File: src/hrbd_pkg.sv
`timescale 1ns / 1ps
// ----------------------------------------------------------------------------
// hrbd_pkg
// shared types and constants of the http response body decoder
// ----------------------------------------------------------------------------
package hrbd_pkg;

    localparam int MAX_HEADERS_DEF = 32;

    typedef struct packed {
        logic        is_summary;
        logic [7:0]  body_byte;
        logic [9:0]  resp_status;
        logic        success;
        logic [31:0] body_length;
        logic        last_of_item;
    } t_result;

endpackage

File: src/hrbd_if.sv
`timescale 1ns / 1ps
// ----------------------------------------------------------------------------
// hrbd_in_if / hrbd_out_if
// valid/ready channels for received bytes and decoded results
// ----------------------------------------------------------------------------
interface hrbd_in_if;
    logic       valid;
    logic       ready;
    logic [7:0] data_byte;
    logic       final_byte;
    modport source (output valid, output data_byte, output final_byte, input ready);
    modport sink   (input valid, input data_byte, input final_byte, output ready);
endinterface

interface hrbd_out_if;
    logic        valid;
    logic        ready;
    logic        is_summary;
    logic [7:0]  body_byte;
    logic [9:0]  resp_status;
    logic        success;
    logic [31:0] body_length;
    logic        last_of_item;
    modport source (output valid, output is_summary, output body_byte, output resp_status,
                    output success, output body_length, output last_of_item, input ready);
    modport sink   (input valid, input is_summary, input body_byte, input resp_status,
                    input success, input body_length, input last_of_item, output ready);
endinterface

File: src/http_response_body_decoder_unit.sv
`timescale 1ns / 1ps
// ----------------------------------------------------------------------------
// http_response_body_decoder_unit
// streaming http/1.1 response parser with chunked / length body decoding
// ----------------------------------------------------------------------------
// i_in carries one response byte per transfer, final_byte marks the last one.
// o_out carries results: a body byte, or after the final byte a summary with
// status code, success and body length; last_of_item marks the last result
// of a byte. each accepted byte updates the parser state in the same cycle
// and pushes zero, one or two results into a four-entry result queue, whose
// head drives o_out from registers. throughput is one byte per cycle
// while the queue has room; it needs room for two results, so i_in.ready
// drops while three or more results wait.
// a stalled receiver fills the queue and then holds off input.
// reset (synchronous, active low) clears the parser and empties the queue;
// after a summary the parser returns to its reset state for the next response.
// ----------------------------------------------------------------------------
module http_response_body_decoder_unit #(
    parameter int MAX_HEADERS = hrbd_pkg::MAX_HEADERS_DEF
) (
    input  logic i_clk,
    input  logic i_rst_n,
    hrbd_in_if.sink    i_in,
    hrbd_out_if.source o_out
);

    typedef enum logic [3:0] {
        PH_ST_PRE, PH_ST_DIGITS, PH_ST_REST,
        PH_H_NAME, PH_H_OTHER, PH_CL_SKIP, PH_CL_VAL, PH_TE_SKIP, PH_TE_VAL,
        PH_BODY, PH_CK_SIZE, PH_CK_EXT, PH_CK_DATA, PH_CK_TAIL,
        PH_DONE, PH_DISCARD
    } t_phase;

    localparam logic [4:0]  MISMATCH   = 5'd31;
    localparam logic [31:0] HEADER_END = 32'h0D0A0D0A;
    localparam logic [7:0]  MAX_HDR    = 8'(MAX_HEADERS);

    function automatic logic [7:0] f_lower(input logic [7:0] c);
        f_lower = (c >= "A" && c <= "Z") ? c + 8'd32 : c;
    endfunction

    function automatic logic [7:0] f_cl_char(input logic [4:0] p);
        case (p)
            5'd0:  f_cl_char = "c";
            5'd1:  f_cl_char = "o";
            5'd2:  f_cl_char = "n";
            5'd3:  f_cl_char = "t";
            5'd4:  f_cl_char = "e";
            5'd5:  f_cl_char = "n";
            5'd6:  f_cl_char = "t";
            5'd7:  f_cl_char = "-";
            5'd8:  f_cl_char = "l";
            5'd9:  f_cl_char = "e";
            5'd10: f_cl_char = "n";
            5'd11: f_cl_char = "g";
            5'd12: f_cl_char = "t";
            5'd13: f_cl_char = "h";
            default: f_cl_char = 8'h00;
        endcase
    endfunction

    function automatic logic [7:0] f_te_char(input logic [4:0] p);
        case (p)
            5'd0:  f_te_char = "t";
            5'd1:  f_te_char = "r";
            5'd2:  f_te_char = "a";
            5'd3:  f_te_char = "n";
            5'd4:  f_te_char = "s";
            5'd5:  f_te_char = "f";
            5'd6:  f_te_char = "e";
            5'd7:  f_te_char = "r";
            5'd8:  f_te_char = "-";
            5'd9:  f_te_char = "e";
            5'd10: f_te_char = "n";
            5'd11: f_te_char = "c";
            5'd12: f_te_char = "o";
            5'd13: f_te_char = "d";
            5'd14: f_te_char = "i";
            5'd15: f_te_char = "n";
            5'd16: f_te_char = "g";
            default: f_te_char = 8'h00;
        endcase
    endfunction

    function automatic logic [7:0] f_ck_char(input logic [2:0] p);
        case (p)
            3'd0: f_ck_char = "c";
            3'd1: f_ck_char = "h";
            3'd2: f_ck_char = "u";
            3'd3: f_ck_char = "n";
            3'd4: f_ck_char = "k";
            3'd5: f_ck_char = "e";
            3'd6: f_ck_char = "d";
            default: f_ck_char = 8'h00;
        endcase
    endfunction

    t_phase      r_phase, n_phase;
    logic [31:0] r_recent, n_recent;
    logic [9:0]  r_status, n_status;
    logic [2:0]  r_digits, n_digits;
    logic [7:0]  r_lines, n_lines;
    logic [4:0]  r_cl_prog, n_cl_prog;
    logic [4:0]  r_te_prog, n_te_prog;
    logic [2:0]  r_ck_prog, n_ck_prog;
    logic        r_f_cl, n_f_cl;
    logic        r_f_te, n_f_te;
    logic        r_f_ck, n_f_ck;
    logic [31:0] r_decl, n_decl;
    logic [31:0] r_chunk, n_chunk;
    logic [31:0] r_emit, n_emit;

    hrbd_pkg::t_result r_q [4];
    logic [1:0] r_wp, r_rp;
    logic [2:0] r_cnt;

    logic              w_acc, w_pop;
    logic              w_body, w_sum;
    hrbd_pkg::t_result w_res_b, w_res_s;
    logic [7:0]        c, lc;
    logic              line_end;
    logic [35:0]       dec_acc;
    logic [3:0]        hexv;
    logic              hexok;
    logic              skip_space;
    logic [1:0]        n_push;

    assign w_acc = i_in.valid && i_in.ready;
    assign w_pop = o_out.valid && o_out.ready;
    assign i_in.ready = (r_cnt <= 3'd2);
    assign c  = i_in.data_byte;
    assign lc = f_lower(c);

    always_comb begin
        n_phase   = r_phase;
        n_recent  = {r_recent[23:0], c};
        n_status  = r_status;
        n_digits  = r_digits;
        n_lines   = r_lines;
        n_cl_prog = r_cl_prog;
        n_te_prog = r_te_prog;
        n_ck_prog = r_ck_prog;
        n_f_cl    = r_f_cl;
        n_f_te    = r_f_te;
        n_f_ck    = r_f_ck;
        n_decl    = r_decl;
        n_chunk   = r_chunk;
        n_emit    = r_emit;
        w_body    = 1'b0;
        skip_space = 1'b0;
        line_end  = (c == 8'h0A) && (r_recent[7:0] == 8'h0D);
        dec_acc   = {4'd0, r_decl} * 36'd10 + {28'd0, c - 8'd48};
        hexok     = 1'b1;
        hexv      = 4'd0;
        if (c >= "0" && c <= "9") begin
            hexv = 4'(c - "0");
        end else if (c >= "a" && c <= "f") begin
            hexv = 4'(c - "a" + 8'd10);
        end else if (c >= "A" && c <= "F") begin
            hexv = 4'(c - "A" + 8'd10);
        end else begin
            hexok = 1'b0;
        end

        case (r_phase)
            PH_ST_PRE, PH_ST_DIGITS, PH_ST_REST: begin
                if (line_end) begin
                    if (r_phase != PH_ST_PRE && r_digits == 3'd3) begin
                        n_lines   = 8'd0;
                        n_cl_prog = 5'd0;
                        n_te_prog = 5'd0;
                        n_phase   = (MAX_HDR > 8'd0) ? PH_H_NAME : PH_H_OTHER;
                    end else begin
                        n_phase = PH_DISCARD;
                    end
                end else if (r_phase == PH_ST_PRE) begin
                    if (c == " ") n_phase = PH_ST_DIGITS;
                end else if (r_phase == PH_ST_DIGITS) begin
                    if (c >= "0" && c <= "9") begin
                        if (r_digits < 3'd3)
                            n_status = r_status * 10'd10 + 10'(c - "0");
                        if (r_digits < 3'd4) n_digits = r_digits + 3'd1;
                    end else begin
                        n_phase = PH_ST_REST;
                    end
                end
            end
            PH_H_NAME, PH_H_OTHER, PH_CL_SKIP, PH_CL_VAL, PH_TE_SKIP, PH_TE_VAL: begin
                if (n_recent == HEADER_END) begin
                    if (r_f_ck) begin
                        n_phase = PH_CK_SIZE;
                        n_chunk = 32'd0;
                    end else if (r_f_cl && r_decl == 32'd0) begin
                        n_phase = PH_DONE;
                    end else begin
                        n_phase = PH_BODY;
                    end
                end else if (line_end) begin
                    n_lines   = (r_lines != 8'd255) ? r_lines + 8'd1 : r_lines;
                    n_cl_prog = 5'd0;
                    n_te_prog = 5'd0;
                    n_phase   = (n_lines < MAX_HDR) ? PH_H_NAME : PH_H_OTHER;
                end else begin
                    if ((r_phase == PH_CL_SKIP || r_phase == PH_TE_SKIP) && c == " ")
                        skip_space = 1'b1;
                    if (!skip_space) begin
                        if (r_phase == PH_H_NAME) begin
                            if (c == ":") begin
                                if (r_cl_prog == 5'd14 && !r_f_cl) begin
                                    n_f_cl  = 1'b1;
                                    n_decl  = 32'd0;
                                    n_phase = PH_CL_SKIP;
                                end else if (r_te_prog == 5'd17 && !r_f_te) begin
                                    n_f_te    = 1'b1;
                                    n_ck_prog = 3'd0;
                                    n_phase   = PH_TE_SKIP;
                                end else begin
                                    n_phase = PH_H_OTHER;
                                end
                            end else begin
                                n_cl_prog = (r_cl_prog < 5'd14 && lc == f_cl_char(r_cl_prog))
                                          ? r_cl_prog + 5'd1 : MISMATCH;
                                n_te_prog = (r_te_prog < 5'd17 && lc == f_te_char(r_te_prog))
                                          ? r_te_prog + 5'd1 : MISMATCH;
                            end
                        end else if (r_phase == PH_CL_SKIP || r_phase == PH_CL_VAL) begin
                            n_phase = PH_CL_VAL;
                            if (c >= "0" && c <= "9") begin
                                n_decl = (dec_acc[35:32] != 4'd0) ? 32'hFFFFFFFF
                                                                  : dec_acc[31:0];
                            end else begin
                                n_phase = PH_H_OTHER;
                            end
                        end else if (r_phase == PH_TE_SKIP || r_phase == PH_TE_VAL) begin
                            n_phase = PH_TE_VAL;
                            if (r_ck_prog < 3'd7 && lc == f_ck_char(r_ck_prog)) begin
                                n_ck_prog = r_ck_prog + 3'd1;
                                if (r_ck_prog == 3'd6) begin
                                    n_f_ck  = 1'b1;
                                    n_phase = PH_H_OTHER;
                                end
                            end else begin
                                n_phase = PH_H_OTHER;
                            end
                        end
                    end
                end
            end
            PH_BODY: begin
                w_body = 1'b1;
                if (r_emit != 32'hFFFFFFFF) n_emit = r_emit + 32'd1;
                if (r_f_cl && n_emit >= r_decl) n_phase = PH_DONE;
            end
            PH_CK_SIZE: begin
                if (hexok) begin
                    n_chunk = (r_chunk > 32'h0FFFFFFF) ? 32'hFFFFFFFF
                                                       : {r_chunk[27:0], hexv};
                end else begin
                    n_phase = PH_CK_EXT;
                end
            end
            PH_CK_EXT: begin
                if (line_end) n_phase = (r_chunk == 32'd0) ? PH_DONE : PH_CK_DATA;
            end
            PH_CK_DATA: begin
                w_body = 1'b1;
                if (r_emit != 32'hFFFFFFFF) n_emit = r_emit + 32'd1;
                n_chunk = r_chunk - 32'd1;
                if (n_chunk == 32'd0) begin
                    n_chunk = 32'd2;
                    n_phase = PH_CK_TAIL;
                end
            end
            PH_CK_TAIL: begin
                n_chunk = r_chunk - 32'd1;
                if (n_chunk == 32'd0) n_phase = PH_CK_SIZE;
            end
            default: begin
            end
        endcase

        w_sum = i_in.final_byte;

        w_res_b              = '0;
        w_res_b.body_byte    = c;
        w_res_b.last_of_item = !w_sum;

        w_res_s              = '0;
        w_res_s.is_summary   = 1'b1;
        w_res_s.resp_status  = (n_phase >= PH_H_NAME && n_phase != PH_DISCARD)
                             ? n_status : 10'd0;
        w_res_s.success      = (n_phase == PH_BODY || n_phase == PH_DONE);
        w_res_s.body_length  = n_emit;
        w_res_s.last_of_item = 1'b1;

        n_push = {1'b0, w_body} + {1'b0, w_sum};
    end

    always_ff @(posedge i_clk) begin
        if (!i_rst_n) begin
            r_phase   <= PH_ST_PRE;
            r_recent  <= '0;
            r_status  <= '0;
            r_digits  <= '0;
            r_lines   <= '0;
            r_cl_prog <= '0;
            r_te_prog <= '0;
            r_ck_prog <= '0;
            r_f_cl    <= 1'b0;
            r_f_te    <= 1'b0;
            r_f_ck    <= 1'b0;
            r_decl    <= '0;
            r_chunk   <= '0;
            r_emit    <= '0;
        end else if (w_acc) begin
            if (w_sum) begin
                r_phase   <= PH_ST_PRE;
                r_recent  <= '0;
                r_status  <= '0;
                r_digits  <= '0;
                r_lines   <= '0;
                r_cl_prog <= '0;
                r_te_prog <= '0;
                r_ck_prog <= '0;
                r_f_cl    <= 1'b0;
                r_f_te    <= 1'b0;
                r_f_ck    <= 1'b0;
                r_decl    <= '0;
                r_chunk   <= '0;
                r_emit    <= '0;
            end else begin
                r_phase   <= n_phase;
                r_recent  <= n_recent;
                r_status  <= n_status;
                r_digits  <= n_digits;
                r_lines   <= n_lines;
                r_cl_prog <= n_cl_prog;
                r_te_prog <= n_te_prog;
                r_ck_prog <= n_ck_prog;
                r_f_cl    <= n_f_cl;
                r_f_te    <= n_f_te;
                r_f_ck    <= n_f_ck;
                r_decl    <= n_decl;
                r_chunk   <= n_chunk;
                r_emit    <= n_emit;
            end
        end
    end

    // result queue
    always_ff @(posedge i_clk) begin
        if (!i_rst_n) begin
            r_wp  <= '0;
            r_rp  <= '0;
            r_cnt <= '0;
        end else begin
            if (w_acc) begin
                if (w_body) begin
                    r_q[r_wp] <= w_res_b;
                    if (w_sum) r_q[r_wp + 2'd1] <= w_res_s;
                end else if (w_sum) begin
                    r_q[r_wp] <= w_res_s;
                end
                r_wp <= r_wp + (w_acc ? n_push : 2'd0);
            end
            if (w_pop) r_rp <= r_rp + 2'd1;
            r_cnt <= r_cnt + (w_acc ? {1'b0, n_push} : 3'd0) - {2'd0, w_pop};
        end
    end

    assign o_out.valid        = (r_cnt != 3'd0);
    assign o_out.is_summary   = r_q[r_rp].is_summary;
    assign o_out.body_byte    = r_q[r_rp].body_byte;
    assign o_out.resp_status  = r_q[r_rp].resp_status;
    assign o_out.success      = r_q[r_rp].success;
    assign o_out.body_length  = r_q[r_rp].body_length;
    assign o_out.last_of_item = r_q[r_rp].last_of_item;

endmodule
File: src/flat_wrapper.sv
// flat-port wrapper written by rule: the top's interface ports become plain ports
module http_response_body_decoder_unit_flat 
#(
    parameter int MAX_HEADERS = hrbd_pkg::MAX_HEADERS_DEF
)
  (i_clk, i_rst_n, i_in_valid, i_in_data_byte, i_in_final_byte, i_in_ready, o_out_valid, o_out_is_summary, o_out_body_byte, o_out_resp_status, o_out_success, o_out_body_length, o_out_last_of_item, o_out_ready);
  hrbd_in_if i_in_i ();
  hrbd_out_if o_out_i ();
  input  logic i_clk;
  input  logic i_rst_n;
  input wire logic [$bits(i_in_i.valid)-1:0] i_in_valid;
  input wire logic [$bits(i_in_i.data_byte)-1:0] i_in_data_byte;
  input wire logic [$bits(i_in_i.final_byte)-1:0] i_in_final_byte;
  output wire logic [$bits(i_in_i.ready)-1:0] i_in_ready;
  output wire logic [$bits(o_out_i.valid)-1:0] o_out_valid;
  output wire logic [$bits(o_out_i.is_summary)-1:0] o_out_is_summary;
  output wire logic [$bits(o_out_i.body_byte)-1:0] o_out_body_byte;
  output wire logic [$bits(o_out_i.resp_status)-1:0] o_out_resp_status;
  output wire logic [$bits(o_out_i.success)-1:0] o_out_success;
  output wire logic [$bits(o_out_i.body_length)-1:0] o_out_body_length;
  output wire logic [$bits(o_out_i.last_of_item)-1:0] o_out_last_of_item;
  input wire logic [$bits(o_out_i.ready)-1:0] o_out_ready;
  assign i_in_i.valid = i_in_valid;
  assign i_in_i.data_byte = i_in_data_byte;
  assign i_in_i.final_byte = i_in_final_byte;
  assign i_in_ready = i_in_i.ready;
  assign o_out_valid = o_out_i.valid;
  assign o_out_is_summary = o_out_i.is_summary;
  assign o_out_body_byte = o_out_i.body_byte;
  assign o_out_resp_status = o_out_i.resp_status;
  assign o_out_success = o_out_i.success;
  assign o_out_body_length = o_out_i.body_length;
  assign o_out_last_of_item = o_out_i.last_of_item;
  assign o_out_i.ready = o_out_ready;
  http_response_body_decoder_unit #(.MAX_HEADERS(MAX_HEADERS)) u_core (.i_clk(i_clk), .i_rst_n(i_rst_n), .i_in(i_in_i), .o_out(o_out_i));
endmodule
File: config.mk
export PLATFORM = sky130hd
export DESIGN_NAME = http_response_body_decoder_unit_flat
export DESIGN_NICKNAME = d
export VERILOG_FILES = /design/src/hrbd_pkg.sv /design/src/hrbd_if.sv /design/src/http_response_body_decoder_unit.sv /design/src/flat_wrapper.sv
export SDC_FILE = /design/constraint.sdc
export NUM_CORES = 1
export LEC_CHECK = 0
export BUFFER_PORTS_ARGS = -buffer_cell sky130_fd_sc_hd__buf_4
export CORE_UTILIZATION = 40
export DETAILED_ROUTE_END_ITERATION = 8
export GPL_ROUTABILITY_DRIVEN = 0
export GPL_TIMING_DRIVEN = 0
export MAX_ROUTING_LAYER = met4
export RECOVER_POWER = 25
export SYNTH_ARGS = -nofsm -noshare
export SYNTH_HDL_FRONTEND = slang
export SYNTH_SLANG_ARGS = --single-unit
File: constraint.sdc
create_clock -name i_clk -period 6.1 [get_ports i_clk]
set_input_delay 0 -clock i_clk [delete_from_list [all_inputs] [get_ports i_clk]]
set_output_delay 0 -clock i_clk [all_outputs]
set_load 0.05 [all_outputs]
; ---- Word level (Yosys, flattened, before mapping)
; Memories as Yosys holds them, arrays and structs flattened. A register that Yosys moved wholly into a read port is not among the register bits.
; Cells that the tools add are included.
[op_classes]
add_sub_neg = 22
n_mul = 2
magnitude_cmp = 17
n_eq_ne = 57
mux = 186
bitwise_logic = 1
reduce_logical = 62
[ops]
columns = operator, n
row1 = 32-bit two-way mux, 20
row2 = 8-bit two-way mux, 27
row3 = 32-bit one-hot mux with 4 select lines, 1
row4 = 4-bit two-way mux, 28
row5 = 32-bit zero test, 3
row6 = 5-bit two-way mux, 18
row7 = 10-bit two-way mux, 8
row8 = 32-bit one-hot mux with 2 select lines, 1
row9 = 3-bit two-way mux, 21
row10 = 53-bit two-way mux, 1
row11 = 7-bit one-hot mux with 7 select lines, 1
row12 = 1-bit two-way mux, 48
row13 = 36-bit by 8-bit adder with 36-bit output, 1
row14 = "32-bit by 3-bit multiplier with 35-bit output, second input constant", 1
row15 = "32-bit by 1-bit adder with 32-bit output, second input constant", 1
row16 = "32-bit by 28-bit equality test with 1-bit output, second input constant", 1
row17 = "4-bit equality test, second input constant", 8
row18 = 32-bit greater-or-equal comparator, 1
row19 = "32-bit by 28-bit > comparator with 1-bit output, second input constant", 1
row20 = "32-bit != test, second input constant", 1
row21 = "32-bit by 1-bit subtractor with 32-bit output, second input constant", 1
row22 = 4-bit one-hot mux with 7 select lines, 1
row23 = 8-bit equality test, 3
row24 = "8-bit by 7-bit <= comparator with 1-bit output, second input constant", 3
row25 = other kinds (66), 147
[word_totals]
regBits = 168
ram_bits = 212
rom_bits = 336
in_bits = 13
out_inout_bits = 55
elab_cells = 367
mem_count = 3
[mem_list]
columns = name, words, word_bits, rd, rd_ports_with_merged_regs, wr, line_no
row1 = (name not given), 32, 7, 1, 1, 0, http_response_body_decoder_unit.sv:63  ; case (p)
row2 = u_core.r_q, 4, 53, 1, 1, 2, http_response_body_decoder_unit.sv:113  ; hrbd_pkg::t_result r_q [4];
row3 = (name not given), 16, 7, 1, 1, 0, http_response_body_decoder_unit.sv:43  ; case (p)

; ---- Logic depth before layout (Yosys ltp)
[logic_depth]
ltp_word = 25
ltp_mapped = 23
mapped_depth_nobuf = 20

; ---- Worst setup path after synthesis
; OpenSTA, ideal clock, no wires.
[synth_path]
path_kind = flip-flop to flip-flop
start = register u_core.r_phase[0]
end = memory u_core.r_q[0][10] (netlist name), enable pin
setup_time_ns = 0.503
arrival_ns = 5.180
required_ns = 5.597
setup_slack_ns = 0.417
stages_incl_launch_ff = 9
n_path_buf = 3
synth_period_minus_slack_ns = 5.683
cell_sequence = dfxtp_1 -> buf_1 -> clkbuf_1 -> xor2_1 -> and2_0 -> clkbuf_1 -> ha_1 -> nand3_1 -> o21ai_0
[synth_rtl]
columns = item, line_no
row1 = from (decl), http_response_body_decoder_unit.sv:98  ; t_phase r_phase, n_phase;
row2 = from (signal assigned), http_response_body_decoder_unit.sv:332  ; r_phase <= n_phase;
row3 = to (decl), http_response_body_decoder_unit.sv:113

==> impl.org <==
** Status
- The flow ran to the end, and the final reports show no timing, DRC or antenna violations.

** Synthesis
- Of the total synthesized cell area, the portion taken by AND, OR, NAND and NOR gates is 0.218.
- Distinct cell type count of the synthesized netlist :: 95
- Number of enable flip-flop cells after synthesis :: 172
- Synthesis produced a netlist with a net count of 3,010.
- Each instance of the synthesized netlist takes up on average around 9 µm².
- Adder-cell share of the synthesized area :: 0.0854
- Area fraction in compound gates after synthesis :: 0.160
- After synthesis, the largest family of logic cells by area is simple AND/OR/NAND/NOR gates.
- Multiplexer fraction of the synthesized cell area :: 0.0579
- Leading register cell type out of synthesis :: dfxtp_1
- Count of state elements after synthesis :: just under 400
- Xor and xnor fraction of the mapped netlist area :: 0.0560
- The mapped netlist covers 25,300 µm².
- In the synthesized netlist, the number of instances is 2,828.
- Post-synth ARST share :: 0
- Yosys warning count :: 0
- Sequential element share of the synthesized area :: 0.381

** Timing
- Pins over their slew limit :: 0
- In the post-route analysis, the smallest setup slack over all paths is 0.242 ns.
- At the pin with the least slew margin, the transition time is 1.34 ns.
- After routing, the total negative slack on setup checks comes to 0 ns.
- The number of hold violations in the final report is 0.
- Max frequency :: 171 MHz
- Final critical delay including setup and external delays :: 5.86 ns
- Final cycle utilization of the critical path :: 0.960
- Worst slew margin relative to its limit :: 0.105
- Setup violations remaining at the end of the flow were counted as 0.
- Largest clock skew in the final design :: 0.0304 ns

** Hold path
- Worst Hold Class :: in2reg

** Global route
- Total global routing overflow :: 0
- Total GRT Usage :: 0.251
- The first global-routing pass estimated between 100,000 and 150,000 µm of wire.
- Initial antenna violation count :: 0
- Via count of the first global-routing pass :: about 22,000
- Entering global routing, the biggest net connects 27 pins.

** Clock network
- Number of buffers inserted during clock tree synthesis :: 43
- Count of buffers added by post-CTS timing repair for setup :: 0
- Number of clock sinks :: 396
- Clock latency at the later pin of the worst-skew pair :: 0.60 ns
- Counting along the longest clock path gives a buffer depth of 3.
- Number of H-tree levels :: 2
- Clock tree from TritonCTS :: yes
- Clock tree synthesis selected as its root buffer the cell clkbuf_16.
- After clock tree synthesis, the clock-pin slew on the worst setup and hold paths is 0.06 ns.

** Critical path
- Highest fanout seen on the critical path :: 10
- Setup slack on the worst reg-to-reg path comes out at 0.24 ns.
- Among all stages on the critical path, the largest delay is contributed by o31ai_1.
- Kind of start point of the critical path :: flop
- Crit path cell chain :: clkbuf_1, and4_1, and2_1, and4_1, clkbuf_2, nor4_1, and3_1, nand3_1, xnor2_1, ha_1, nor2_1, nand2_1, o211ai_1, a31o_2, o311ai_0, o31ai_1, a2111oi_2, a21oi_1, nor3_1, a2111oi_1
- Top cell by count, worst path :: and4_1
- STA classifies the critical path endpoint as a flop.
- Data arrival time at the worst-slack endpoint :: 6.16 ns
- For this run, the slowest stage of the critical path takes 0.79 ns.
- Data required time at the worst endpoint :: 6.40 ns
- By startpoint and endpoint, the worst setup path is classified as reg2reg.

** Place
- Once placement finished, the instance area stood at about 27,000 µm².
- # port buffers :: 66
- Once placement completed, the tool counted placed cells totaling 3,736.
- Detailed placement ended at an HPWL of 58,500 µm.
- Prior to clock tree synthesis, the placed netlist has a worst setup slack of -0.687 ns.

** Floorplanning
- Horiz. Die Dim :: 254 µm
- Area enclosed by the die boundary :: 64,300 µm²
- Starting density of the core :: 0.407
- In this run the count of I/O pins placed on the die edge is 68.
- From bottom edge to top edge, the die measures approximately 250 µm.
- The total area inside the core boundary comes to roughly 62,000 µm².
- Cell row count :: 91

** Cells and area
- Final standard cell area without fillers :: 28,300 µm²
- The finished layout holds between 3,000 and 4,000 standard cells, fillers aside.
- In the final layout, the share of cells above drive strength 1 is 0.0722.
- Layout overhead on the synthesized area :: 11.9%
- Layout net count :: 3,127

** Drt
- For this run, design rule violations remaining after detail routing come to 0.
- Drt initial violations :: 1,965
- After detailed routing, the number of vias per cell comes to 5.91.
- In this run the remaining antenna-violating nets after routing total 0.
- The final layout contains routed wiring with a total length of 79,000 µm.
- For this block, the via count after detailed routing is 22,600.
- Count of TritonRoute iterations in the first routing pass :: 6
- Average wire per cell in the routed design :: 20.7 µm

** Run
- MaxCap Viol Count :: 0

** Power
- VDD sags by at most 0.000185 V.
- Pwr Density :: 263 nW/µm²
- For this design the static power due to leakage is 10.2 nW.
-- worst paths after layout --
check                          from                  to  cells after the start
setup / recovery  u_core.r_emit[10]   u_core.r_q[0][36]                     20
hold / removal    i_in_data_byte[2]  u_core.r_status[2]                      4
setup reg to reg  u_core.r_emit[10]   u_core.r_q[0][36]                     20
hold reg to reg   u_core.r_q[3][52]   u_core.r_q[3][52]                      2
-- per-stage QoR --
stage          power (mW)   util  hold slack, ns
4_1_cts              7.61  0.459          0.0270
3_5_place_dp         4.88  0.435           0.434
6_report             7.46  0.456          0.0877
2_1_floorplan        4.32      -           0.236
5_1_grt              7.72  0.456          0.0844
3_3_place_gp         4.86  0.432           0.431
-- metal layers --
metal	up-vias	wire [µm]	global-route usage
met1	10900	34100	0.323
li1	10600	-	-
met2	869	36900	0.401
met3	171	5330	0.0361
met5	-	0	-
met4	0	2550	0.0902
-- synthesized netlist by cell type, types with 8 or more instances --
master,instances,share of area
nor2_1,371,0.055
dfxtp_1,224,0.18
nand2_1,221,0.033
a21oi_1,215,0.042
edfxtp_1,172,0.20
ha_1,164,0.081
o21ai_0,153,0.030
clkbuf_1,151,0.022
nand3_1,96,0.019
nor3_1,96,0.019
inv_1,95,0.014
xnor2_1,93,0.032
xor2_1,69,0.024
mux4_2,53,0.047
a31oi_1,43,0.011
and3_1,40,0.0099
nor4_1,35,0.0086
a211oi_1,31,0.0092
a21o_1,31,0.0092
nand4_1,31,0.0077
a22oi_1,27,0.0080
or3_1,25,0.0062
nor3b_1,22,0.0065
and2_1,20,0.0049
nand2b_1,20,0.0049
mux2i_1,16,0.0063
nor2b_1,15,0.0037
buf_1,14,0.0021
nor4b_1,14,0.0048
o211ai_1,13,0.0039
or2_2,13,0.0032
or4_1,12,0.0036
and4_1,11,0.0038
nor3b_2,11,0.0054
o21a_1,11,0.0033
o21bai_1,11,0.0033
buf_2,10,0.0020
mux2_2,10,0.0044
nand3b_1,10,0.0030
nand4b_1,8,0.0028
-- report_power, final --
group          internal, mW  total (mW)  switching, mW
sequential             2.86        2.93         0.0715
combinational         0.520        1.78           1.26
clock                  1.61        2.75           1.15
total                  4.99        7.46           2.47
-- layout by cell type (no fill, tap or decap), drive strengths merged, types with 41 or more instances in the layout --
master	synthesis	routed
a21oi	216	216
xor2	69	69
clkbuf	151	269
nor3	96	96
a31oi	43	43
dfxtp	224	224
inv	95	99
mux4	53	53
ha	164	164
xnor2	93	93
nand3	97	97
edfxtp	172	172
nor4	41	41
o21ai	157	157
nand2	221	221
nor2	371	371
-- final cells by class --
class / instances / area [µm²]
Buffer: 174 / 682
Timing Repair Buffer: 75 / 444
Clock buffer: 59 / 1210
Fill cell: 6033 / 33800
Clock inverter: 18 / 251
Sequential cell: 396 / 9650
Multi-Input combinational cell: 2158 / 14700
Antenna cell: 1 / 2.50
Inverter: 97 / 364
Tap cell: 837 / 1050
-- state kept, by name, summed over array words and instances, names as in the netlist, named ones only --
register          count
u_core.r_f_cl         1
u_core.r_phase        4
u_core.r_decl        32
u_core.r_f_ck         1
u_core.r_chunk       32
u_core.r_cnt          3
u_core.r_emit        32
u_core.r_cl_prog      5
u_core.r_wp           2
u_core.r_lines        8
u_core.r_digits       3
u_core.r_ck_prog      3
u_core.r_rp           2
u_core.r_q          212
u_core.r_te_prog      5
u_core.r_f_te         1
u_core.r_recent      24
u_core.r_status      10
-- timing repair --
item	in CTS	in global routing
resized for setup	4	6
setup endpoints to repair	44	44
hold buffers	4	0
hold endpoints to repair	6	0
cloned	0	0
-- critical path: cells and delay by family (launching register included) --
family / cells / cell delay, ns
AOI/OAI and AO/OA: 7 / 2.39
xor gates and xnor gates: 1 / 0.16
adders and majority gates: 1 / 0.20
buffers and inverters: 2 / 0.39
DFF: 1 / 0.30
and+or+nand+nor: 9 / 2.12
-- logic make-up after synthesis --
logic type               Yosys count
XOR/XNOR                         162
buffers and inverters            274
AO/OA/AOI/OAI                    648
AND/OR/NAND/NOR                 1099
multiplexers                      79
adder cells (fa/ha/maj)          170
flip-flops                       396
(Power assumes the default switching activity.)
